File: src/sv/clbte_pkg.sv
// Shared types and constants for the character-LCD bus transaction engine.
// No dependencies; imported by every module of the block.
package clbte_pkg;

  // One input beat as seen on the push side.
  typedef struct packed {
    logic       opcode;
    logic       reg_select;
    logic [7:0] write_value;
    logic       busy_line;
  } in_item_t;

  // One result beat as seen on the pop side.
  typedef struct packed {
    logic       enable_line;
    logic       read_write_line;
    logic       reg_select_line;
    logic       data_drive;
    logic [7:0] data_out;
    logic       done_res;
    logic       rejected;
  } out_item_t;

  // Input opcodes.
  localparam logic OP_WRITE = 1'b0;
  localparam logic OP_TICK  = 1'b1;

  // Classified command handed from the front to the engine.
  typedef enum logic {
    CMD_REQUEST = 1'b0,
    CMD_TICK    = 1'b1
  } cmd_kind_t;

  typedef struct packed {
    cmd_kind_t  kind;
    logic       reg_select;
    logic [7:0] write_value;
    logic       busy_line;
  } cmd_t;

  // Configuration register indexes.
  localparam int unsigned CFG_INDEX_WIDTH = 2;
  localparam int unsigned CFG_DATA_WIDTH  = 16;
  localparam logic [CFG_INDEX_WIDTH-1:0] REG_FOUR_BIT_MODE = 2'd0;
  localparam logic [CFG_INDEX_WIDTH-1:0] REG_SHORT_DELAY   = 2'd1;
  localparam logic [CFG_INDEX_WIDTH-1:0] REG_LONG_DELAY    = 2'd2;

  // Configuration reset values.
  localparam logic                      FOUR_BIT_RESET    = 1'b1;
  localparam logic [CFG_DATA_WIDTH-1:0] SHORT_DELAY_RESET = 16'd1;
  localparam logic [CFG_DATA_WIDTH-1:0] LONG_DELAY_RESET  = 16'd1520;

  typedef struct packed {
    logic                      four_bit_mode;
    logic [CFG_DATA_WIDTH-1:0] phase_ticks;
    logic [CFG_DATA_WIDTH-1:0] clear_wait_ticks;
  } cfg_t;

  // Instructions that need the long post-write delay.
  localparam logic [7:0] INSTR_CLEAR = 8'h01;
  localparam logic [7:0] INSTR_HOME  = 8'h02;

  // Bus sequencer phases.
  typedef enum logic [3:0] {
    PH_IDLE       = 4'd0,
    PH_SAMPLE     = 4'd1,
    PH_DUMMY_RISE = 4'd2,
    PH_DUMMY_FALL = 4'd3,
    PH_RETRY      = 4'd4,
    PH_SETUP_HIGH = 4'd5,
    PH_HIGH_FALL  = 4'd6,
    PH_SETUP_LOW  = 4'd7,
    PH_LOW_FALL   = 4'd8,
    PH_LONG_DELAY = 4'd9
  } phase_t;

endpackage

File: src/sv/clbte_front.sv
// Front end: accepts input beats, classifies them and holds them in a
// two-entry command queue. Depends on clbte_pkg.
module clbte_front
  import clbte_pkg::*;
(
  input  logic     clk,
  input  logic     rst,
  input  logic     push,
  input  in_item_t item,
  output logic     full,
  output logic     cmd_valid,
  output cmd_t     cmd,
  input  logic     cmd_pop
);

  cmd_t       queue [2];
  logic       wr_ptr;
  logic       rd_ptr;
  logic [1:0] count;
  logic       accept;
  cmd_t       classified;

  assign accept = push && !full;
  assign full   = (count == 2'd2);

  // Decode the opcode once here so the engine sees a command kind.
  always_comb begin
    classified.kind        = (item.opcode == OP_TICK) ? CMD_TICK : CMD_REQUEST;
    classified.reg_select  = item.reg_select;
    classified.write_value = item.write_value;
    classified.busy_line   = item.busy_line;
  end

  always_ff @(posedge clk) begin
    if (accept) begin
      queue[wr_ptr] <= classified;
    end
  end

  always_ff @(posedge clk) begin
    if (rst) begin
      wr_ptr <= 1'b0;
      rd_ptr <= 1'b0;
      count  <= 2'd0;
    end else begin
      if (accept) begin
        wr_ptr <= ~wr_ptr;
      end
      if (cmd_pop) begin
        rd_ptr <= ~rd_ptr;
      end
      count <= count + {1'b0, accept} - {1'b0, cmd_pop};
    end
  end

  assign cmd_valid = (count != 2'd0);
  assign cmd       = queue[rd_ptr];

endmodule

File: src/sv/clbte_engine.sv
// Back end: bus sequencer that runs one command per cycle, when the result queue has
// room, against the phase countdown and line registers. Depends on clbte_pkg.
module clbte_engine
  import clbte_pkg::*;
#(
  parameter int unsigned DELAY_COUNT_WIDTH = 16
) (
  input  logic      clk,
  input  logic      rst,
  input  cfg_t      cfg,
  input  logic      cmd_valid,
  input  cmd_t      cmd,
  output logic      cmd_pop,
  input  logic      res_ready,
  output logic      res_push,
  output out_item_t res
);

  localparam int unsigned CW = DELAY_COUNT_WIDTH;

  phase_t          phase,      phase_next;
  logic [CW-1:0]   countdown,  countdown_next;
  logic            latched_select, latched_select_next;
  logic [7:0]      latched_byte,   latched_byte_next;
  logic            busy_seen,  busy_seen_next;
  logic            polling_after_write, polling_after_write_next;
  logic            e_line,     e_line_next;
  logic            rw_line,    rw_line_next;
  logic            rs_line,    rs_line_next;
  logic            drive,      drive_next;
  logic [7:0]      data,       data_next;
  logic            done;
  logic            rej;
  logic            fire;
  logic            count_low;
  logic            go_poll;
  logic            go_after_read;
  logic            go_after_write;
  logic            is_long;
  logic [CW-1:0]   short_load;
  logic [CW-1:0]   long_load;

  // Saturate the 16-bit delay registers into the countdown width.
  if (CW >= CFG_DATA_WIDTH) begin : g_wide
    assign short_load = CW'(cfg.phase_ticks);
    assign long_load  = CW'(cfg.clear_wait_ticks);
  end else begin : g_narrow
    assign short_load = (|cfg.phase_ticks[CFG_DATA_WIDTH-1:CW]) ? '1
                        : cfg.phase_ticks[CW-1:0];
    assign long_load  = (|cfg.clear_wait_ticks[CFG_DATA_WIDTH-1:CW]) ? '1
                        : cfg.clear_wait_ticks[CW-1:0];
  end

  assign fire      = cmd_valid && res_ready;
  assign cmd_pop   = fire;
  assign res_push  = fire;
  assign count_low = (countdown[CW-1:1] == '0);
  assign is_long   = !latched_select &&
                     (latched_byte == INSTR_CLEAR || latched_byte == INSTR_HOME);

  always_comb begin
    phase_next               = phase;
    countdown_next           = countdown;
    latched_select_next      = latched_select;
    latched_byte_next        = latched_byte;
    busy_seen_next           = busy_seen;
    polling_after_write_next = polling_after_write;
    e_line_next              = e_line;
    rw_line_next             = rw_line;
    rs_line_next             = rs_line;
    drive_next               = drive;
    data_next                = data;
    done                     = 1'b0;
    rej                      = 1'b0;
    go_poll                  = 1'b0;
    go_after_read            = 1'b0;
    go_after_write           = 1'b0;

    if (cmd.kind == CMD_REQUEST) begin
      if (phase != PH_IDLE) begin
        rej = 1'b1;
      end else begin
        latched_select_next      = cmd.reg_select;
        latched_byte_next        = cmd.write_value;
        busy_seen_next           = 1'b0;
        polling_after_write_next = 1'b0;
        go_poll                  = 1'b1;
      end
    end else if (phase != PH_IDLE) begin
      if (!count_low) begin
        countdown_next = countdown - 1'b1;
      end else begin
        countdown_next = '0;
        unique case (phase)
          PH_SAMPLE: begin
            busy_seen_next = cmd.busy_line;
            e_line_next    = 1'b0;
            if (cfg.four_bit_mode) begin
              phase_next     = PH_DUMMY_RISE;
              countdown_next = short_load;
            end else begin
              go_after_read = 1'b1;
            end
          end
          PH_DUMMY_RISE: begin
            e_line_next    = 1'b1;
            phase_next     = PH_DUMMY_FALL;
            countdown_next = short_load;
          end
          PH_DUMMY_FALL: begin
            e_line_next   = 1'b0;
            go_after_read = 1'b1;
          end
          PH_RETRY: begin
            go_poll = 1'b1;
          end
          PH_SETUP_HIGH: begin
            drive_next     = 1'b1;
            rw_line_next   = 1'b0;
            rs_line_next   = latched_select;
            data_next      = cfg.four_bit_mode ? {4'b0000, latched_byte[7:4]}
                                               : latched_byte;
            e_line_next    = 1'b1;
            phase_next     = PH_HIGH_FALL;
            countdown_next = short_load;
          end
          PH_HIGH_FALL: begin
            e_line_next = 1'b0;
            if (cfg.four_bit_mode) begin
              phase_next     = PH_SETUP_LOW;
              countdown_next = short_load;
            end else begin
              go_after_write = 1'b1;
            end
          end
          PH_SETUP_LOW: begin
            data_next      = {4'b0000, latched_byte[3:0]};
            e_line_next    = 1'b1;
            phase_next     = PH_LOW_FALL;
            countdown_next = short_load;
          end
          PH_LOW_FALL: begin
            e_line_next    = 1'b0;
            go_after_write = 1'b1;
          end
          PH_LONG_DELAY: begin
            polling_after_write_next = 1'b1;
            go_poll                  = 1'b1;
          end
          default: begin
            phase_next               = PH_IDLE;
            polling_after_write_next = 1'b0;
          end
        endcase
      end
    end

    // Busy read finished: retry, complete the post-write poll, or write.
    if (go_after_read) begin
      if (busy_seen_next) begin
        phase_next     = PH_RETRY;
        countdown_next = short_load;
      end else if (polling_after_write) begin
        phase_next               = PH_IDLE;
        polling_after_write_next = 1'b0;
        done                     = 1'b1;
      end else begin
        phase_next     = PH_SETUP_HIGH;
        countdown_next = short_load;
      end
    end

    // Byte written: clear and home wait long, everything else completes.
    if (go_after_write) begin
      if (is_long) begin
        phase_next     = PH_LONG_DELAY;
        countdown_next = long_load;
      end else begin
        phase_next               = PH_IDLE;
        polling_after_write_next = 1'b0;
        done                     = 1'b1;
      end
    end

    // Start a busy-flag read: release data, RW high, RS low, raise E.
    if (go_poll) begin
      drive_next     = 1'b0;
      data_next      = 8'h00;
      rw_line_next   = 1'b1;
      rs_line_next   = 1'b0;
      e_line_next    = 1'b1;
      phase_next     = PH_SAMPLE;
      countdown_next = short_load;
    end
  end

  always_comb begin
    res.enable_line     = e_line_next;
    res.read_write_line = rw_line_next;
    res.reg_select_line = rs_line_next;
    res.data_drive      = drive_next;
    res.data_out        = drive_next ? data_next : 8'h00;
    res.done_res        = done;
    res.rejected        = rej;
  end

  always_ff @(posedge clk) begin
    if (rst) begin
      phase               <= PH_IDLE;
      countdown           <= '0;
      latched_select      <= 1'b0;
      latched_byte        <= 8'h00;
      busy_seen           <= 1'b0;
      polling_after_write <= 1'b0;
      e_line              <= 1'b0;
      rw_line             <= 1'b0;
      rs_line             <= 1'b0;
      drive               <= 1'b0;
      data                <= 8'h00;
    end else if (fire) begin
      phase               <= phase_next;
      countdown           <= countdown_next;
      latched_select      <= latched_select_next;
      latched_byte        <= latched_byte_next;
      busy_seen           <= busy_seen_next;
      polling_after_write <= polling_after_write_next;
      e_line              <= e_line_next;
      rw_line             <= rw_line_next;
      rs_line             <= rs_line_next;
      drive               <= drive_next;
      data                <= data_next;
    end
  end

endmodule

File: src/sv/clbte_resq.sv
// Result queue: two-entry buffer between the engine and the pop side.
// Depends on clbte_pkg.
module clbte_resq
  import clbte_pkg::*;
(
  input  logic      clk,
  input  logic      rst,
  input  logic      res_push,
  input  out_item_t res,
  output logic      res_ready,
  output logic      empty,
  input  logic      pop,
  output out_item_t result
);

  out_item_t  queue [2];
  logic       wr_ptr;
  logic       rd_ptr;
  logic [1:0] count;
  logic       take;

  assign res_ready = (count != 2'd2);
  assign empty     = (count == 2'd0);
  assign take      = pop && !empty;

  always_ff @(posedge clk) begin
    if (res_push) begin
      queue[wr_ptr] <= res;
    end
  end

  always_ff @(posedge clk) begin
    if (rst) begin
      wr_ptr <= 1'b0;
      rd_ptr <= 1'b0;
      count  <= 2'd0;
    end else begin
      if (res_push) begin
        wr_ptr <= ~wr_ptr;
      end
      if (take) begin
        rd_ptr <= ~rd_ptr;
      end
      count <= count + {1'b0, res_push} - {1'b0, take};
    end
  end

  assign result = queue[rd_ptr];

endmodule

File: src/sv/char_lcd_bus_transaction_engine.sv
// Flow: a beat accepted into the command queue is handled by the bus sequencer
//   once the result queue has room; its result is then held there until popped.
// Rate: one beat per cycle sustained while the result side keeps popping; each beat
//   passes the command queue, the bus sequencer and the result queue.
// Reset (rst, synchronous, active high): queues empty, sequencer idle with all
//   lines low and data released, configuration back to its reset values.
module char_lcd_bus_transaction_engine
  import clbte_pkg::*;
#(
  parameter int unsigned DELAY_COUNT_WIDTH = 16
) (
  input  logic                       clk,
  input  logic                       rst,
  // Input side: push a request or a tick beat.
  input  logic                       push,
  input  in_item_t                   item,
  output logic                       full,
  // Result side: one result beat per input beat.
  output logic                       empty,
  input  logic                       pop,
  output out_item_t                  result,
  // Configuration write port.
  input  logic                       cfg_write,
  input  logic [CFG_INDEX_WIDTH-1:0] cfg_index,
  input  logic [CFG_DATA_WIDTH-1:0]  cfg_data
);

  cfg_t      cfg;
  logic      cmd_valid;
  cmd_t      cmd;
  logic      cmd_pop;
  logic      res_ready;
  logic      res_push;
  out_item_t res;

  // Configuration registers; to be written by the user only while no beat is in flight
  // (the block does not enforce this), so the sequencer can read them directly at each decision.
  always_ff @(posedge clk) begin
    if (rst) begin
      cfg.four_bit_mode    <= FOUR_BIT_RESET;
      cfg.phase_ticks      <= SHORT_DELAY_RESET;
      cfg.clear_wait_ticks <= LONG_DELAY_RESET;
    end else if (cfg_write) begin
      unique case (cfg_index)
        REG_FOUR_BIT_MODE: cfg.four_bit_mode    <= cfg_data[0];
        REG_SHORT_DELAY:   cfg.phase_ticks      <= cfg_data;
        REG_LONG_DELAY:    cfg.clear_wait_ticks <= cfg_data;
        default: begin
          // drop writes to unused indexes
        end
      endcase
    end
  end

  // Front: accept and classify beats, hold them until the sequencer is free.
  clbte_front u_front (
    .clk       (clk),
    .rst       (rst),
    .push      (push),
    .item      (item),
    .full      (full),
    .cmd_valid (cmd_valid),
    .cmd       (cmd),
    .cmd_pop   (cmd_pop)
  );

  // Back: take or reject requests, advance the countdown or act on the current bus phase.
  clbte_engine #(
    .DELAY_COUNT_WIDTH (DELAY_COUNT_WIDTH)
  ) u_engine (
    .clk       (clk),
    .rst       (rst),
    .cfg       (cfg),
    .cmd_valid (cmd_valid),
    .cmd       (cmd),
    .cmd_pop   (cmd_pop),
    .res_ready (res_ready),
    .res_push  (res_push),
    .res       (res)
  );

  // Hold finished results until the consumer pops them.
  clbte_resq u_resq (
    .clk       (clk),
    .rst       (rst),
    .res_push  (res_push),
    .res       (res),
    .res_ready (res_ready),
    .empty     (empty),
    .pop       (pop),
    .result    (result)
  );

  // A beat cannot both complete a transaction and be rejected.
  assert property (@(posedge clk) disable iff (rst)
    !empty |-> !(result.done_res && result.rejected))
    else $error("result beat both done and rejected");

  // Released data lines always read as zero.
  assert property (@(posedge clk) disable iff (rst)
    (!empty && !result.data_drive) |-> (result.data_out == 8'h00))
    else $error("data_out nonzero while data lines released");

  // The input queue fills only after a push.
  assert property (@(posedge clk) disable iff (rst)
    $rose(full) |-> $past(push))
    else $error("input queue filled without a push");

  // A result appears only after the sequencer handled a command.
  assert property (@(posedge clk) disable iff (rst)
    $fell(empty) |-> $past(cmd_valid && res_ready))
    else $error("result appeared without a sequencer step");

endmodule

File: config.mk
export PLATFORM = sky130hd
export DESIGN_NAME = char_lcd_bus_transaction_engine
export DESIGN_NICKNAME = d
export VERILOG_FILES = /design/src/sv/clbte_pkg.sv /design/src/sv/clbte_front.sv /design/src/sv/clbte_engine.sv /design/src/sv/clbte_resq.sv /design/src/sv/char_lcd_bus_transaction_engine.sv
export SDC_FILE = /design/constraint.sdc
export NUM_CORES = 1
export LEC_CHECK = 0
export ABC_CLOCK_PERIOD_IN_PS = 2600
export BUFFER_PORTS_ARGS = -buffer_cell sky130_fd_sc_hd__buf_4
export CORE_MARGIN = 3
export CORE_UTILIZATION = 47
export DETAILED_ROUTE_END_ITERATION = 6
export PLACE_DENSITY = 0.65
export RECOVER_POWER = 25
export SYNTH_ARGS = -nofsm -noshare
export SYNTH_HDL_FRONTEND = slang
export SYNTH_SLANG_ARGS = --single-unit
export TNS_END_PERCENT = 30
File: constraint.sdc
create_clock -name clk -period 2.6 [get_ports clk]
set_clock_uncertainty 0.15 [all_clocks]
set_input_delay 0.39 -clock clk [delete_from_list [all_inputs] [get_ports clk]]
set_output_delay 0.39 -clock clk [all_outputs]
set_load 0.01 [all_outputs]
# ---- After elaboration in Yosys (flattened, before gate mapping)
# Memories as Yosys holds them, arrays and structs flattened. A register that Yosys moved wholly into a read port is not among the register bits.
# Index checks and enable logic that the tools add are counted.
dict set report totals {
  memories 2
  reg_bits 84
  output_inout_bits 16
  romBits 0
  word_cells 173
  ram_bits 50
  latch_bits 0
}
# name depth word_bits rd rd_clocked_by_memory_dff wr line_no
set mem_list {}
lappend mem_list {u_resq.queue 2 14 1 1 1 clbte_resq.sv:16} ;# out_item_t queue [2];
lappend mem_list {u_front.queue 2 11 1 1 1 clbte_front.sv:16} ;# cmd_t queue [2];
dict set report classes {
  order_cmp 0
  mux 95
  n_reduce_logical 27
  div_mod_pow 0
  eq_ne 18
  mul 0
  bitwise 6
  shift 0
  add_sub_neg 5
}
# operator count
set ops {}
lappend ops {{$mux W16} 10}
lappend ops {{$mux W1} 61}
lappend ops {{$mux W8} 6}
lappend ops {{$mux W4} 10}
lappend ops {{$pmux W16 S2} 1}
lappend ops {{$pmux W4 S6} 1}
lappend ops {{$eq A4 B3 Y1 const B} 4}
lappend ops {{$pmux W8 S2} 1}
lappend ops {{$reduce_bool A4 Y1} 4}
lappend ops {{$sub A16 B1 Y16 const B} 1}
lappend ops {{$logic_not A15 Y1} 1}
lappend ops {{$ne A5 B2 Y1 const B} 2}
lappend ops {{$eq A4 B2 Y1 const B} 2}
lappend ops {{$eq A4 B4 Y1 const B} 2}
lappend ops {{$eq A8 B1 Y1 const B} 1}
lappend ops {{$eq A8 B2 Y1 const B} 1}
lappend ops {{$pmux W1 S2} 4}
lappend ops {{$reduce_or A4 Y1} 2}
lappend ops {{$reduce_or A8 Y1} 1}
lappend ops {{$reduce_and A7 Y1} 1}
lappend ops {{$not A1 Y1} 6}
lappend ops {{$reduce_and A2 Y1} 3}
lappend ops {{$add A2 B1 Y2} 2}
lappend ops {{$eq A2 B2 Y1 const B} 2}
lappend ops {{14 further kinds} 22}

# ---- Depth between registers and ports, before layout
dict set report logic_depth {
  depth_word 12
  mapped_depth 10
  mapped_depth_nobuf 9
}

# ---- Modules after synthesis
# Synthesis repeated with hierarchy kept, for this count alone.
dict set report hier_totals {
  hier_cells 690
  hier_area_um2 6881.6
}
# mod cells_per_inst area_per_inst_um2 instances
set modules_own_cells {}
lappend modules_own_cells {clbte_engine 429 3218.1 1}
lappend modules_own_cells {char_lcd_bus_transaction_engine 136 1400.1 1}
lappend modules_own_cells {clbte_resq 66 1247.4 1}
lappend modules_own_cells {clbte_front 59 1016.0 1}

# ---- Least setup slack after synthesis
# No wires, ideal clock.
dict set report synth_timing {
  kind {register to register}
  from {register u_engine.countdown[5]}
  to {register u_engine.countdown[14]}
  required_ps 2359
  setup_ps 91
  setup_slack_ps 123
  stages_incl_launch_ff 8
  n_path_buf 1
  t_arrival_ps 2236
  cell_sequence {dfxtp_1 or4_4 or4_4 a311o_1 nand2_2 buf_6 nand2_1 a311oi_1}
}
dict set report synth_between {
  elab_chain_len 10
}
# item line_no
set synth_lines {}
lappend synth_lines {{from (decl)} clbte_engine.sv:22} ;# logic [CW-1:0] countdown, countdown_next;
lappend synth_lines {{from (signal assigned)} clbte_engine.sv:222} ;# countdown <= countdown_next;
lappend synth_lines {{$sub A16 B1 Y16 / $logic_not A15 Y1 (equally long branches)} {clbte_engine.sv:91, clbte_engine.sv:57}}
lappend synth_lines {{$mux W16} clbte_engine.sv:90} ;# if (!count_low) begin
lappend synth_lines {{$mux W16} clbte_engine.sv:89} ;# end else if (phase != PH_IDLE) begin
lappend synth_lines {{$mux W16} clbte_engine.sv:79} ;# if (cmd.kind == CMD_REQUEST) begin
lappend synth_lines {{$mux W16} clbte_engine.sv:163} ;# end else if (polling_after_write) begin
lappend synth_lines {{$mux W16} clbte_engine.sv:160} ;# if (busy_seen_next) begin
lappend synth_lines {{$mux W16} clbte_engine.sv:159} ;# if (go_after_read) begin
lappend synth_lines {{$mux W16} clbte_engine.sv:175} ;# if (is_long) begin
lappend synth_lines {{$mux W16} clbte_engine.sv:174} ;# if (go_after_write) begin
lappend synth_lines {{$mux W16 (*)} clbte_engine.sv:186} ;# if (go_poll) begin
# Mark *: on every way between the ends. The rest lies on a longest branch, timed or not.
# A chain may end at the register's enable or synchronous reset.

# ---- Worst setup path in the final report
dict set report layout_timing {
  from {register u_engine.phase[2]}
  to {register u_engine.countdown[5]}
}
dict set report layout_between {
  elab_chain_len 12
}
# item line_no
set layout_lines {}
lappend layout_lines {{from (decl)} clbte_engine.sv:21} ;# phase_t phase, phase_next;
lappend layout_lines {{from (signal assigned)} clbte_engine.sv:221} ;# phase <= phase_next;
lappend layout_lines {{$eq A4 B2 Y1, or another cell as far along} clbte_engine.sv:94} ;# unique case (phase)
lappend layout_lines {{$reduce_or A3 Y1 (no source line) / $reduce_or A2 Y1 (equally long branches)} --}
lappend layout_lines {{$pmux W16 S2} clbte_engine.sv:94}
lappend layout_lines {{$mux W16} clbte_engine.sv:90}
lappend layout_lines {{$mux W16} clbte_engine.sv:89}
lappend layout_lines {{$mux W16} clbte_engine.sv:79}
lappend layout_lines {{$mux W16} clbte_engine.sv:163}
lappend layout_lines {{$mux W16} clbte_engine.sv:160}
lappend layout_lines {{$mux W16} clbte_engine.sv:159}
lappend layout_lines {{$mux W16} clbte_engine.sv:175}
lappend layout_lines {{$mux W16} clbte_engine.sv:174}
lappend layout_lines {{$mux W16 (*)} clbte_engine.sv:186}
# Marks and branches as above.

==> impl_metrics.py <==
metrics = {
    "final_layout": {
        "drive_gt1_frac": 0.254,
        "antennaDiodeCount": 0,
        "layout-area-overhead-vs-synth_pct": 28.8,
        "post_route_cell_area_mm2": 0.00824,
        "final_nets": 842,
    },
    "yosys": {
        "netlist_area_mm2": 0.00640,
        "postSynthNetCount": 735,
        "synth.ff_latch_count": 136,
        "yosys.area.top_type": "sky130_fd_sc_hd__dfxtp_1",
        "post_synthesis_cells": 696,
        "post_synth_most_frequent_cells": "sky130_fd_sc_hd__nand2_1, sky130_fd_sc_hd__dfxtp_1, sky130_fd_sc_hd__a21oi_1, sky130_fd_sc_hd__nor2_1, sky130_fd_sc_hd__edfxtp_1",
        "most_frequent_cell_after_synthesis": "sky130_fd_sc_hd__nand2_1",
        "yosys-top-cells-area": "sky130_fd_sc_hd__dfxtp_1, sky130_fd_sc_hd__edfxtp_1, sky130_fd_sc_hd__nand2_1",
        "ys_seq_area_frac": 0.503,
        "synth_cell_type_count": 61,
        "synth_top_flop_cell": "sky130_fd_sc_hd__dfxtp_1",
        "synth_async_sr_flop_share": 0,
        "synthDominantCellAreaShare": 0.269,
        "syn_area_per_cell_um2": 9.20,
        "post_synth_edffs": 50,
        "synthesis.yosys.warnings": 0,
    },
    "worst_setup_path": {
        "r2r-start": "u_engine.phase[2]",
        "crit_path_end": "u_engine.countdown[5]",
        "cp_num_cells": 8,
        "timing.critical_path.cells": "nand2b_1 > or3_4 > or4_4 > a311o_1 > nand2_4 > buf_4 > nand2_1 > a311oi_2",
        "cp_data_required_time_ns": 2.78,
        "timing.critical_path.from_type": "register",
        "cp_top_family": "simple AND/OR/NAND/NOR gates",
        "kind_of_capture_point_of_the_worst_setup_path": "register",
        "path_class": "reg -> reg",
        "critical_path_arrival_ns": 2.80,
        "r2r.worst_path.cells": 8,
        "path_max_fanout": 10,
        "regToRegEndpoint": "u_engine.countdown[5]",
        "critical_path.max_stage_delay_ns": 0.52,
        "rrSetupSlack_ns": -0.01,
        "cpMaxStageDelayCell": "sky130_fd_sc_hd__or4_4",
        "crit_buf_inv": 1,
        "critPathLaunch": "u_engine.phase[2]",
    },
    "detailed_routing": {
        "route.detailed.drc": 0,
        "detail_route.first_pass.iterations": 5,
        "vias_per_instance": 5.71,
        "initialDrtViolationCount": 417,
        "ant_nets": 0,
        "routed-via-count": 5668,
        "route.final.wire_length_um": 17300,
        "post_drt_wl_per_cell_um": 17.4,
    },
    "sta": {
        "timing.final.crit_share": 1.01,
        "postLayoutSetupSlackWorst_ns": -0.0146,
        "setup_violations": 3,
        "slew_headroom": 0.276,
        "drv_slew": 0,
        "whs_ns": 0.0361,
        "rsz0062_at_grt": "true",
        "max_freq_mhz": 382,
        "finalHoldViolations": 0,
        "final.min_clock_period_ns": 2.61,
        "worstMarginPinSlew_ns": 1.08,
    },
    "global_routing": {
        "number_of_global_route_vias_before_repair": 5373,
        "antenna_violations_before_repair": 0,
        "grt_pass1_wl_um": 28100,
        "grt_max_degree": 48,
        "grt_overflow": 0,
        "global_route.usage.total": 0.240,
    },
    "pwr": {
        "net-switching-power_uw": 4010,
        "power_frac_seq": 0.297,
        "internal-power_uw": 6380,
        "power.clock.fraction": 0.236,
        "power_uw": 10400,
        "cellPowerDensity_mw_per_mm2": 1260,
        "p_leak_uw": 0.00310,
        "combPwrFrac": 0.467,
        "switching_share": 0.386,
        "vdd.ir_drop.worst_v": 0.000783,
    },
    "floorplanning": {
        "dieHeight_um": 123,
        "num_rows": 42,
        "core_region_area_mm2": 0.0133,
        "die-area_mm2": 0.0151,
        "start_util": 0.482,
        "io_count": 50,
        "die_width_um": 123,
    },
    "clock_tree": {
        "ctsLongestPathBuffers": 2,
        "cts_sinks": 136,
        "clock_tree_from_tritoncts": "done",
        "ctsHtreeMaxLevel": 4,
        "cts_root_buffer": "sky130_fd_sc_hd__clkbuf_16",
        "worst_setup_hold_path_clk_slew_ns": 0.06,
        "clock_insertion_delay_worst_skew_ns": 0.42,
        "tritoncts.num_buffers": 17,
    },
    "min_path": {
        "hp-class": "in -> reg",
    },
    "placed_design": {
        "place_congestion": 0.936,
        "number_of_port_buffers": 49,
        "dpl.hpwl_um": 11800,
        "post_placement_cell_area_mm2": 0.00735,
    },
    "run_status": {
        "failed_checks": "setup timing",
        "result_of_the_run": "finished, violations left",
    },
    "run": {
        "cap_viol_max_count": 0,
    },
}
[flip-flops by register name (all words and copies together) (netlist names), named ones only]
register and flops:
u_resq.queue 28, u_engine.data 8, u_engine.latched_select 1, u_engine.drive 1, cfg 33, u_resq.count 2
u_front.rd_ptr 1, u_front.count 2, u_front.queue 22, u_resq.wr_ptr 1, u_engine.phase 4, u_engine.rs_line 1
u_engine.countdown 16, u_engine.latched_byte 8, u_engine.busy_seen 1, u_resq.rd_ptr 1, u_engine.rw_line 1, u_front.wr_ptr 1
u_engine.polling_after_write 1, u_engine.e_line 1
[per-layer routing]
metal / global-route usage / routed length, um
met2: 0.347 / 7530
met5: 0 / 0
met4: 0.0847 / 359
met1: 0.353 / 8410
met3: 0.0507 / 986
[cell usage in the layout, fill, tap and decap left out, types with 4 or more instances in the layout]
master,count
sky130_fd_sc_hd__o221ai_1,4
sky130_fd_sc_hd__dlygate4sd3_1,11
sky130_fd_sc_hd__or3_1,4
sky130_fd_sc_hd__a22oi_1,5
sky130_fd_sc_hd__a311oi_1,4
sky130_fd_sc_hd__mux2_2,20
sky130_fd_sc_hd__inv_1,13
sky130_fd_sc_hd__o21bai_1,5
sky130_fd_sc_hd__mux2i_1,10
sky130_fd_sc_hd__clkinv_4,4
sky130_fd_sc_hd__xor2_1,4
sky130_fd_sc_hd__nor2b_1,7
sky130_fd_sc_hd__clkbuf_16,17
sky130_fd_sc_hd__a31oi_1,11
sky130_fd_sc_hd__and3_1,9
sky130_fd_sc_hd__a21oi_1,70
sky130_fd_sc_hd__buf_4,104
sky130_fd_sc_hd__nand3_1,15
sky130_fd_sc_hd__nand3b_1,11
sky130_fd_sc_hd__a211oi_1,16
sky130_fd_sc_hd__dfxtp_1,81
sky130_fd_sc_hd__nand2_1,119
sky130_fd_sc_hd__ha_1,5
sky130_fd_sc_hd__nor3_1,14
sky130_fd_sc_hd__nor2_1,61
sky130_fd_sc_hd__and2_1,5
sky130_fd_sc_hd__dfxtp_2,5
sky130_fd_sc_hd__xnor2_1,6
sky130_fd_sc_hd__clkbuf_4,10
sky130_fd_sc_hd__o21ai_0,16
sky130_fd_sc_hd__edfxtp_1,50
[worst min path at each step]
stage	start	to	slack [ns]	depth (start not counted)
final	cfg_data[8]	cfg[8]	0.04	3
after global placement	u_engine.data[6]	u_engine.data[6]	0.29	2
after global routing	cfg_data[10]	cfg[10]	0.05	3
after floorplan	cfg[7]	cfg[7]	0.28	2
after detailed placement	u_engine.data[6]	u_engine.data[6]	0.29	2
after CTS	cfg_data[8]	cfg[8]	0.02	3
[area by class of cell]
| class | instances | area [um^2] |
|---|---|---|
| clock buffers | 19 | 433 |
| clock inverters | 13 | 170 |
| fillers | 1134 | 5050 |
| inverters | 14 | 52.6 |
| multi-input cells | 504 | 3100 |
| flip-flops and latches | 136 | 3230 |
| well taps | 176 | 220 |
| repair buffers | 130 | 1040 |
[worst reg2reg max path: cells and delay by family (launching register included)]
family / cells / cell delay (ns)
flip-flops: 1 / 0.33
AO/OA/AOI/OAI: 2 / 0.63
AND/OR/NAND/NOR: 5 / 1.27
buffers and inverters: 1 / 0.15
[stage by stage]
step	util	TNS (ns)	setup slack, ns	cells
after global routing	0.620	-0.481	-0.0916	992
after global placement	0.553	-0.00369	-0.00369	945
after CTS	0.609	-0.00680	-0.00680	989
final	0.620	-0.0266	-0.0146	992
after detailed placement	0.553	-0.183	-0.0316	945
after floorplan	-	0	0.123	696
[kinds of logic (layout without fill, tap and decap cells)]
kind of cell / Yosys count / after routing / share of synthesized area
AOI/OAI and AO/OA: 169 / 169 / 0.168
xor gates and xnor gates: 10 / 10 / 0.0137
adders and majority gates: 5 / 5 / 0.00977
buffers and inverters: 56 / 176 / 0.0356
DFF: 136 / 136 / 0.503
muxes: 32 / 32 / 0.0541
and+or+nand+nor: 288 / 288 / 0.215
[power by group through the flow]
stage | registers (uW) | logic (uW) | clock network, uW
6_report | 3090 | 4850 | 2460
5_1_grt | 3140 | 5300 | 2580
4_1_cts | 3070 | 4540 | 2490
3_5_place_dp | 3110 | 4450 | 0
3_3_place_gp | 3090 | 4400 | 0
2_1_floorplan | 3020 | 2730 | 0
[timing repair]
action / in CTS / in global routing
resized for setup: 7 / 31
hold buffers: 11 / 0
buffers inserted: 1 / 3
pin swaps: 3 / 12
hold endpoints to repair: 22 / 0
endpoints found under the setup margin: 12 / 45
(Power assumes the default switching activity.)
